[config.mk]
export PLATFORM = sky130hd
export DESIGN_NAME = cmw_dot
export DESIGN_NICKNAME = d
export VERILOG_FILES = /design/src/assert_macros.svh /design/src/cmw_pkg.sv /design/src/cmw_dot.sv
export SDC_FILE = /design/constraint.sdc
export NUM_CORES = 2
export LEC_CHECK = 0
export BUFFER_PORTS_ARGS = -buffer_cell sky130_fd_sc_hd__buf_2
export CAP_MARGIN = 0
export CORE_AREA = 8 8 371 464
export DETAILED_ROUTE_END_ITERATION = 12
export DIE_AREA = 0 0 379 472
export GPL_TIMING_DRIVEN = 0
export MAX_ROUTING_LAYER = met4
export PLACE_DENSITY = 0.66
export SLEW_MARGIN = 20
export SYNTH_ARGS = -nofsm -noshare
export SYNTH_HDL_FRONTEND = slang
export SYNTH_SLANG_ARGS = --single-unit
[constraint.sdc]
create_clock -name clk_i -period 12.5 [get_ports clk_i]
set_input_delay 1.25 -clock clk_i [delete_from_list [all_inputs] [get_ports clk_i]]
set_output_delay 1.25 -clock clk_i [all_outputs]
set_load 0.03 [all_outputs]
[src/assert_macros.svh]
// ---------------------------------------------------------------------------
// Assertion macros
// Shared concurrent assertion wrappers; empty when SYNTHESIS is set.
// ---------------------------------------------------------------------------
`ifndef ASSERT_MACROS_SVH
`define ASSERT_MACROS_SVH

`ifndef SYNTHESIS
// Checked while reset is released.
`define CMW_ASSERT(lbl, clk, rstn, prop, msg) \
  lbl: assert property (@(posedge clk) disable iff (!rstn) prop) else $error(msg);
// Checked at every edge, reset included.
`define CMW_ASSERT_ALWAYS(lbl, clk, prop, msg) \
  lbl: assert property (@(posedge clk) prop) else $error(msg);
`else
`define CMW_ASSERT(lbl, clk, rstn, prop, msg)
`define CMW_ASSERT_ALWAYS(lbl, clk, prop, msg)
`endif

`endif

[src/cmw_pkg.sv]
// ---------------------------------------------------------------------------
// cmw_pkg
// Types and constants of the single-precision complex multiplier.
// ---------------------------------------------------------------------------
package cmw_pkg;

  localparam int unsigned WordW     = 32;
  localparam int unsigned CfgIdxW   = 3;
  localparam int unsigned NumStages = 9;

  localparam logic [WordW-1:0] CanonQnan = 32'h7FC0_0000;

  // Register map of the configuration port
  typedef enum logic [CfgIdxW-1:0] {
    CfgMode = 3'd0,
    CfgFxRe = 3'd1,
    CfgFxIm = 3'd2,
    CfgFyRe = 3'd3,
    CfgFyIm = 3'd4
  } cmw_cfg_reg_e;

  // Unpacked single operand: value = man * 2^(ex - 23), man[23] set unless zero
  typedef struct packed {
    logic               sgn;
    logic signed [8:0]  ex;
    logic [23:0]        man;
    logic               zero;
    logic               inf;
    logic               nan;
  } cmw_op_t;

  // Stage enables of the product-sum lane, bit j drives lane stage j+1
  typedef logic [NumStages-2:0] cmw_dot_en_t;

endpackage

[src/cmw_dot.sv]
// ---------------------------------------------------------------------------
// cmw_dot
// Pipelined a*b +/- c*d with exact products, rounded to double then single.
// ---------------------------------------------------------------------------
module cmw_dot (
  input  logic                  clk_i,
  input  cmw_pkg::cmw_dot_en_t  en_i,
  input  logic                  sub_i,
  input  cmw_pkg::cmw_op_t      a_i,
  input  cmw_pkg::cmw_op_t      b_i,
  input  cmw_pkg::cmw_op_t      c_i,
  input  cmw_pkg::cmw_op_t      d_i,
  output logic [31:0]           z_o
);
  import cmw_pkg::*;

  function automatic logic [6:0] lzc66(input logic [65:0] v);
    logic [6:0] n;
    n = 7'd66;
    for (int i = 0; i < 66; i++) begin
      if (v[i]) n = 7'(65 - i);
    end
    return n;
  endfunction

  // ---- stage 1: exact products -------------------------------------------
  logic [47:0]       pm_q, qm_q;
  logic signed [9:0] pe_q, qe_q;
  logic              ps_q, qs_q, pz_q, qz_q, pi_q, qi_q, pn_q, qn_q;

  always_ff @(posedge clk_i) begin
    if (en_i[0]) begin
      pm_q <= a_i.man * b_i.man;
      qm_q <= c_i.man * d_i.man;
      pe_q <= $signed({a_i.ex[8], a_i.ex}) + $signed({b_i.ex[8], b_i.ex}) + 10'sd1;
      qe_q <= $signed({c_i.ex[8], c_i.ex}) + $signed({d_i.ex[8], d_i.ex}) + 10'sd1;
      ps_q <= a_i.sgn ^ b_i.sgn;
      qs_q <= c_i.sgn ^ d_i.sgn ^ sub_i;
      pz_q <= a_i.zero | b_i.zero;
      qz_q <= c_i.zero | d_i.zero;
      pi_q <= a_i.inf | b_i.inf;
      qi_q <= c_i.inf | d_i.inf;
      pn_q <= a_i.nan | b_i.nan | (a_i.inf & b_i.zero) | (a_i.zero & b_i.inf);
      qn_q <= c_i.nan | d_i.nan | (c_i.inf & d_i.zero) | (c_i.zero & d_i.inf);
    end
  end

  // ---- stage 2: specials, swap, align ------------------------------------
  logic              swap;
  logic [47:0]       bm, sm;
  logic signed [9:0] be, se;
  logic signed [10:0] dexp;
  logic [6:0]        dsat;
  logic [64:0]       sext, sshift, smask;
  logic              sticky2;
  logic              spec2;
  logic [31:0]       specv2;

  always_comb begin
    swap   = pz_q | (!qz_q && ($signed(qe_q) > $signed(pe_q)));
    bm     = swap ? qm_q : pm_q;
    sm     = swap ? pm_q : qm_q;
    be     = swap ? qe_q : pe_q;
    se     = swap ? pe_q : qe_q;
    dexp   = $signed({be[9], be}) - $signed({se[9], se});
    dsat   = (dexp < 11'sd0 || dexp > 11'sd66) ? 7'd66 : 7'(dexp);
    sext   = {sm, 17'd0};
    sshift = sext >> dsat;
    smask  = ~({65{1'b1}} << dsat);
    sticky2 = |(sext & smask);
    spec2  = pn_q | qn_q | pi_q | qi_q | (pz_q & qz_q);
    if (pn_q || qn_q || (pi_q && qi_q && (ps_q != qs_q))) begin
      specv2 = CanonQnan;
    end else if (pi_q || qi_q) begin
      specv2 = {(pi_q ? ps_q : qs_q), 8'hFF, 23'd0};
    end else begin
      specv2 = {ps_q & qs_q, 31'd0};
    end
  end

  logic [64:0]       a2_q, b2_q;
  logic signed [9:0] e2_q;
  logic              s2_q, sub2_q, spec2_q;
  logic [31:0]       specv2_q;

  always_ff @(posedge clk_i) begin
    if (en_i[1]) begin
      a2_q     <= {bm, 17'd0};
      b2_q     <= sshift | {64'd0, sticky2};
      e2_q     <= be;
      s2_q     <= swap ? qs_q : ps_q;
      sub2_q   <= ps_q ^ qs_q;
      spec2_q  <= spec2;
      specv2_q <= specv2;
    end
  end

  // ---- stage 3: add or subtract ------------------------------------------
  logic [65:0] sum3, dab3, dba3, res3;
  logic        s3;

  always_comb begin
    sum3 = {1'b0, a2_q} + {1'b0, b2_q};
    dab3 = {1'b0, a2_q} - {1'b0, b2_q};
    dba3 = {1'b0, b2_q} - {1'b0, a2_q};
    s3   = s2_q;
    if (!sub2_q) begin
      res3 = sum3;
    end else if (dab3[65]) begin
      res3 = dba3;
      s3   = ~s2_q;
    end else begin
      res3 = dab3;
    end
  end

  logic [65:0]       r3_q;
  logic signed [9:0] e3_q;
  logic              s3_q, z3_q, spec3_q;
  logic [31:0]       specv3_q;

  always_ff @(posedge clk_i) begin
    if (en_i[2]) begin
      r3_q     <= res3;
      e3_q     <= e2_q;
      s3_q     <= s3;
      z3_q     <= (res3 == 66'd0);
      spec3_q  <= spec2_q;
      specv3_q <= specv2_q;
    end
  end

  // ---- stage 4: leading zero count ---------------------------------------
  logic [65:0]       r4_q;
  logic [6:0]        lz4_q;
  logic signed [9:0] e4_q;
  logic              s4_q, z4_q, spec4_q;
  logic [31:0]       specv4_q;

  always_ff @(posedge clk_i) begin
    if (en_i[3]) begin
      r4_q     <= r3_q;
      lz4_q    <= lzc66(r3_q);
      e4_q     <= e3_q;
      s4_q     <= s3_q;
      z4_q     <= z3_q;
      spec4_q  <= spec3_q;
      specv4_q <= specv3_q;
    end
  end

  // ---- stage 5: normalise, leading one at bit 65 -------------------------
  logic [65:0]        n5_q;
  logic signed [11:0] e5_q;
  logic               s5_q, z5_q, spec5_q;
  logic [31:0]        specv5_q;

  always_ff @(posedge clk_i) begin
    if (en_i[4]) begin
      n5_q     <= r4_q << lz4_q;
      e5_q     <= $signed({{2{e4_q[9]}}, e4_q}) + 12'sd1 - $signed({5'd0, lz4_q});
      s5_q     <= s4_q;
      z5_q     <= z4_q;
      spec5_q  <= spec4_q;
      specv5_q <= specv4_q;
    end
  end

  // ---- stage 6: round to 53 bits -----------------------------------------
  logic        inc6;
  logic [53:0] m6;

  always_comb begin
    inc6 = n5_q[12] & ((|n5_q[11:0]) | n5_q[13]);
    m6   = {1'b0, n5_q[65:13]} + {53'd0, inc6};
  end

  logic [52:0]        m6_q;
  logic signed [11:0] e6_q;
  logic               s6_q, z6_q, spec6_q;
  logic [31:0]        specv6_q;

  always_ff @(posedge clk_i) begin
    if (en_i[5]) begin
      m6_q     <= m6[53] ? m6[53:1] : m6[52:0];
      e6_q     <= m6[53] ? e5_q + 12'sd1 : e5_q;
      s6_q     <= s5_q;
      z6_q     <= z5_q;
      spec6_q  <= spec5_q;
      specv6_q <= specv5_q;
    end
  end

  // ---- stage 7: align to single, subnormal shift -------------------------
  logic signed [11:0] eb7, sh7w;
  logic [4:0]         sh7;
  logic [7:0]         expf7;
  logic [77:0]        w7;
  logic               inc7;

  always_comb begin
    eb7  = e6_q + 12'sd127;
    sh7w = 12'sd1 - eb7;
    if (eb7 >= 12'sd1) begin
      sh7   = 5'd0;
      expf7 = eb7[7:0];
    end else begin
      sh7   = (sh7w > 12'sd26) ? 5'd26 : sh7w[4:0];
      expf7 = 8'd0;
    end
    w7   = {m6_q, 25'd0} >> sh7;
    inc7 = w7[53] & ((|w7[52:0]) | w7[54]);
  end

  logic [30:0] pk7_q;
  logic        inc7_q, ovf7_q, s7_q, z7_q, spec7_q;
  logic [31:0] specv7_q;

  always_ff @(posedge clk_i) begin
    if (en_i[6]) begin
      pk7_q    <= {expf7, w7[76:54]};
      inc7_q   <= inc7;
      ovf7_q   <= (eb7 >= 12'sd255);
      s7_q     <= s6_q;
      z7_q     <= z6_q;
      spec7_q  <= spec6_q;
      specv7_q <= specv6_q;
    end
  end

  // ---- stage 8: round and pack -------------------------------------------
  logic [31:0] z8;

  always_comb begin
    if (spec7_q) begin
      z8 = specv7_q;
    end else if (z7_q) begin
      z8 = 32'd0;
    end else if (ovf7_q) begin
      z8 = {s7_q, 8'hFF, 23'd0};
    end else begin
      z8 = {s7_q, pk7_q + {30'd0, inc7_q}};
    end
  end

  always_ff @(posedge clk_i) begin
    if (en_i[7]) begin
      z_o <= z8;
    end
  end

endmodule

-- Word-level counts from Yosys, hierarchy flattened
Cells that the tools add are included.
- register bits after elaboration: 824
- input bits: 158
- output and inout bits: 32
- logic and storage cells: 223
- add/subtract/negate cells: 15
- $mul: 2
- $lt $le $gt $ge: 6
- equality and inequality tests: 1
- shift operators: 4
- muxes and demuxes: 84
- bitwise gates (word level): 33
- reductions and logical operators: 18
- operators by type and width (operator ; number):
    $mux W6 ; 32
    $mux W66 ; 2
    $sub A65 B65 Y66 ; 2
    $mul A24 B24 Y48 ; 2
    $mux W32 ; 3
    $mux W48 ; 2
    $mux W5 ; 18
    $shr A78 B5 Y77 ; 1
    $add A65 B65 Y66 ; 1
    $logic_not A66 Y1 ; 1
    $shl A66 B7 Y66 ; 1
    $and A65 B65 Y65 ; 1
    $not A65 Y65 ; 1
    $or A65 B1 Y65 ; 1
    $reduce_or A65 Y1 ; 1
    $shl A65 B7 Y65 const A ; 1
    $shr A65 B7 Y65 ; 1
    $reduce_or A64 Y1 ; 1
    $add A53 B1 Y54 ; 1
    $reduce_or A53 Y1 ; 1
    $mux W52 ; 1
    $mux W4 ; 8
    $reduce_or A32 Y1 ; 1
    $add A31 B1 Y31 ; 1
    34 further kinds ; 78

-- Longest topological paths before layout
- depth in word-level cells: 65
- gate-level depth with buffers: 33
- depth with buffers taken out: 32

-- Worst setup path before layout
Ideal clock, no wire load.
- path kind: input -> register
- start: in a_i[13] (netlist name)
- end: reg pm_q[47], data pin
- library setup time: 0.260 ns
- arrival: 8.809 ns
- required time: 12.240 ns
- path slack: 3.431 ns
- cell stages on the path: 31
- buffers on the path: 1
- path through: clkbuf_1 -> and2_1 -> fa_1 -> inv_1 -> fa_1 -> inv_1 -> fa_1 -> ha_1 -> inv_1 -> fa_1 -> inv_1 -> fa_1 -> fa_1 -> ha_1 -> a21o_1 -> a21o_1 -> or3_1 -> a41o_1 -> a2111oi_0 -> o31ai_1 -> o41ai_1 -> o22ai_1 -> o21ai_0 -> o21ai_1 -> a2111o_1 -> a41oi_1 -> o21bai_1 -> a21bo_1 -> a21oi_1 -> o21ai_1 -> xnor2_1
- word-level cells in the longest chain between the ends: 1
- RTL lines (element ; line ; RTL):
    start: declaration ; cmw_dot.sv:9 ; input cmw_pkg::cmw_op_t a_i,
    $mul A24 B24 Y48 ; cmw_dot.sv:33 ; pm_q <= a_i.man * b_i.man;
    end signal: assignment ; cmw_dot.sv:33 ;
    end: declaration ; cmw_dot.sv:27 ; logic [47:0] pm_q, qm_q;
Every way passes these cells.
A chain may end at the register's enable or synchronous reset.

-- Final worst setup path
- start: reg qe_q[0]
- end: reg b2_q[0], data pin
- word-level cells in the longest chain between the ends: 13
- elaborated cells on any way between the ends: 17
- classes of those cells: 1 x add/sub; 3 x order compare; 2 x shift; 4 x mux; 4 x bitwise; 3 x reduce/logical
- RTL lines (element ; line ; RTL):
    start: declaration ; cmw_dot.sv:28 ; logic signed [9:0] pe_q, qe_q;
    start signal: assignment ; cmw_dot.sv:36 ; qe_q <= $signed({c_i.ex[8], c_i.ex}) + $signed({d_i.ex[8], d_i.ex}) + 10'sd1;
    $gt A10 B10 Y1 ; cmw_dot.sv:60 ; swap = pz_q | (!qz_q && ($signed(qe_q) > $signed(pe_q)));
    $logic_and A1 B1 Y1 ; cmw_dot.sv:60 ;
    $or A1 B1 Y1 ; cmw_dot.sv:60 ;
    $mux W10, on equally long branches ; cmw_dot.sv:63, cmw_dot.sv:64 ;
    $sub A10 B10 Y11 ; cmw_dot.sv:65 ; dexp = $signed({be[9], be}) - $signed({se[9], se});
    $lt A11 B1 Y1 / $gt A11 B8 Y1 (equally long branches) ; cmw_dot.sv:66 ; dsat = (dexp < 11'sd0 || dexp > 11'sd66) ? 7'd66 : 7'(dexp);
    $logic_or A1 B1 Y1 ; cmw_dot.sv:66 ;
    $mux W7 ; cmw_dot.sv:66 ;
    $shl A65 B7 Y65 ; cmw_dot.sv:69 ; smask = ~({65{1'b1}} << dsat);
    $not A65 Y65 ; cmw_dot.sv:69 ;
    $and A65 B65 Y65 ; cmw_dot.sv:70 ; sticky2 = |(sext & smask);
    $reduce_or A65 Y1 ; cmw_dot.sv:70 ;
    $or A65 B1 Y65 (*) ; cmw_dot.sv:89 ; b2_q <= sshift | {64'd0, sticky2};
    end signal: assignment ; cmw_dot.sv:89 ;
    end: declaration ; cmw_dot.sv:81 ; logic [64:0] a2_q, b2_q;
Mark *: on every way between the ends. The rest lies on a longest branch, timed or not.

==> results.py <==
metrics = {
    "sta": {
        "slew_viol_final": 0,
        "tightest_slew_ns": 1.24,
        "hold_viol_final": 0,
        "grt_setup_unrepaired": "no",
        "period_needed_ns": 10.93,
        "hold_slack_ns": 0.412,
        "relSlewSlack_pct": 16.8,
        "setup_viol": 0,
        "worst_slack_ns": 1.57,
        "timing.fmax_mhz": 91.5,
        "period_share_pct": 87.5,
        "skew_ns": 0.0271,
        "tns_ns": 0,
    },
    "worst_hold_path": {
        "hp-class": "reg -> reg",
    },
    "floorplanning": {
        "coreArea_um2": 165000,
        "dieArea_um2": 179000,
        "dieWidth_um": 379,
        "io-pin-count": 190,
        "initial_utilization_pct": 49.7,
        "row_count": 167,
        "die-height_um": 472,
    },
    "worst_setup_path": {
        "reg2reg_slack_ns": 1.57,
        "reg2reg_to": "b2_q[0]",
        "crit_cells": 30,
        "cp-startpoint": "qe_q[0]",
        "critPathCapture": "b2_q[0]",
        "critical_path_buf_inv_count": 11,
        "cp_max_fo": 10,
        "cp.arrival_ns": 11.23,
        "worstSetupPathType": "reg -> reg",
        "critPathRequiredTime_ns": 12.80,
        "crit_path_top_delay_cell": "nor2_1",
        "r2r-start": "qe_q[0]",
        "start_kind": "flop",
        "cp_common_cell": "nor2_1",
        "crit_family": "buffers and inverters",
        "slowest_delay_ns": 0.83,
        "r2r_cells": 30,
        "crit_path_end_kind": "flop",
    },
    "grt": {
        "grt_max_degree": 96,
        "grt_pass1_wl_mm": 451,
        "track_usage_pct": 34.8,
        "first_global_vias": 70900,
        "overflow": 0,
        "grt_antenna_before_repair": 18,
    },
    "clock_tree": {
        "cts.repair.resized": 0,
        "clkLatencyLatePin_ns": 0.70,
        "clk_pin_slew_ns": 0.07,
        "cts_buffer_depth": 3,
        "post-cts-setup-buffers": 0,
        "clockRootBuffer": "clkbuf_16",
        "htreeDepth": 3,
        "postCtsHoldBufs": 0,
        "cts_tree": "done",
        "numCtsBuffers": 72,
        "numClockSinks": 650,
    },
    "synth": {
        "syn_area_um2": 81800,
        "synthCells": 8924,
        "yosysWarnings": 0,
        "synth_cell_types": 114,
        "ys_ff_latch": 650,
        "yosysSeqAreaShare_pct": 23.9,
        "synth_top_cell_area_share_pct": 23.9,
        "synth_area_per_cell_um2": 9.17,
        "synthTopCellsByArea": "edfxtp_1, fa_1, ha_1, nand2_1, inv_1",
        "yosysMostFrequentCell": "nand2_1",
        "syn-num-nets": 10600,
        "synth_flop_cell": "edfxtp_1",
        "synth_area_leader_cell": "edfxtp_1",
        "synth_edf_count": 650,
        "async_flop_share_pct": 0,
        "synth_commonest_cells": "nand2_1, inv_1, fa_1, edfxtp_1, nor2_1",
    },
    "routing": {
        "ant_nets": 0,
        "post_drt_wl_per_cell_um": 26.7,
        "drt_wl_total_mm": 306,
        "dr.pass1.iters": 7,
        "drc": 0,
        "vias_per_cell": 5.93,
        "drt-initial-drc-count": 5547,
        "vias": 68000,
    },
    "placed_design": {
        "hpwl_mm": 255,
        "gp_congestion": 1.08,
        "place_inst": 11300,
        "io_buffer_count": 189,
        "pre_cts_slack_ns": 1.20,
    },
    "final_layout": {
        "fin_nets": 10900,
        "area_growth_pct": 8.07,
        "final_cells": 11500,
        "drive_above_1_share_pct": 6.18,
    },
    "run": {
        "cap_violations": 0,
    },
    "run_status": {
        "run_status": "finished, final reports clean",
    },
}
==> placed cells by master (no fill, tap or decap), types with 56 or more instances in the layout <==
cell       instances
nor2_1           606
o21bai_1          77
nand4_1           58
a21o_1            69
xnor2_1          164
buf_2            218
o21ai_0          294
xor2_1           107
mux2_2            63
nand3_1          122
inv_1           1229
edfxtp_1         650
clkbuf_1         377
ha_1             546
o211ai_1          57
nor3_1           105
and3_1            56
fa_1             969
nand2_1         1416
clkbuf_16         73
a211oi_1          89
mux2i_1          238
a21oi_1          397
and2_1           428
==> flip-flops by register name, summed over array words and instances (netlist names), 7 cells and up <==
name   cells
n5_q      66
e2_q      10
pe_q      10
r4_q      66
pm_q      48
pk7_q     31
lz4_q      7
m6_q      53
e4_q      10
e6_q      12
e5_q      12
r3_q      66
a2_q      48
qe_q      10
b2_q      65
qm_q      48
e3_q      10
z_o       32
==> stage by stage <==
step / utilization (%) / cell area (um2)
final: 53.7 / 88400
after global routing: 53.7 / 88400
after CTS: 53.6 / 88300
after detailed placement: 52.1 / 85800
after global placement: 51.9 / 85500
after floorplan: - / 81800
==> how the worst min path moves through the flow <==
| stage | from | to | slack, ns | depth (start not counted) |
|---|---|---|---|---|
| after CTS | e2_q[4] | e3_q[4] | 0.41 | 0 |
| after global routing | e2_q[4] | e3_q[4] | 0.41 | 0 |
| after floorplan | e2_q[0] | e3_q[0] | 0.40 | 0 |
| final | e2_q[4] | e3_q[4] | 0.41 | 0 |
| after global placement | s3_q | s4_q | 0.40 | 0 |
| after detailed placement | e3_q[1] | e4_q[1] | 0.40 | 0 |
==> layer usage <==
| layer | up-vias | track usage [%] | routed length, um |
|---|---|---|---|
| li1 | 30200 | - | - |
| met1 | 34100 | 36.9 | 107000 |
| met2 | 2802 | 60.7 | 157000 |
| met3 | 991 | 4.43 | 16700 |
| met4 | 0 | 22.6 | 25700 |
| met5 | - | - | 0 |
==> final cells by class <==
type	instances	area (um2)
antenna	14	35.0
buffer	465	1880
clock buffer	79	1850
clock inverter	54	687
fill	15500	76300
inverter	1234	4630
multi-input combinational	6575	55800
sequential	650	19500
tap	2197	2750
timing repair buffer	204	1220
==> logic make-up (layout without fill, tap and decap cells) <==
logic type / count (synthesis) / after routing / synth area share (%)
DFF: 650 / 650 / 23.9
muxes: 351 / 351 / 5.05
and+or+nand+nor: 3026 / 3026 / 16.8
AOI/OAI and AO/OA: 1411 / 1411 / 11.3
buffers and inverters: 1699 / 2036 / 7.96
xor gates and xnor gates: 272 / 272 / 2.91
other: 0 / 14 / 0
adders and majority gates: 1515 / 1515 / 32.1
==> worst register-to-register path: cells and delay by family, from the launching register on <==
family	cells	cell delay, ns
AOI/OAI and AO/OA	6	1.52
DFF	1	0.39
buffers and inverters	11	4.87
and+or+nand+nor	11	3.33
adders and majority gates	2	0.42
Power is not shown: default switching activity piles up to over one toggle a cycle in this logic, so the estimate is an artifact.
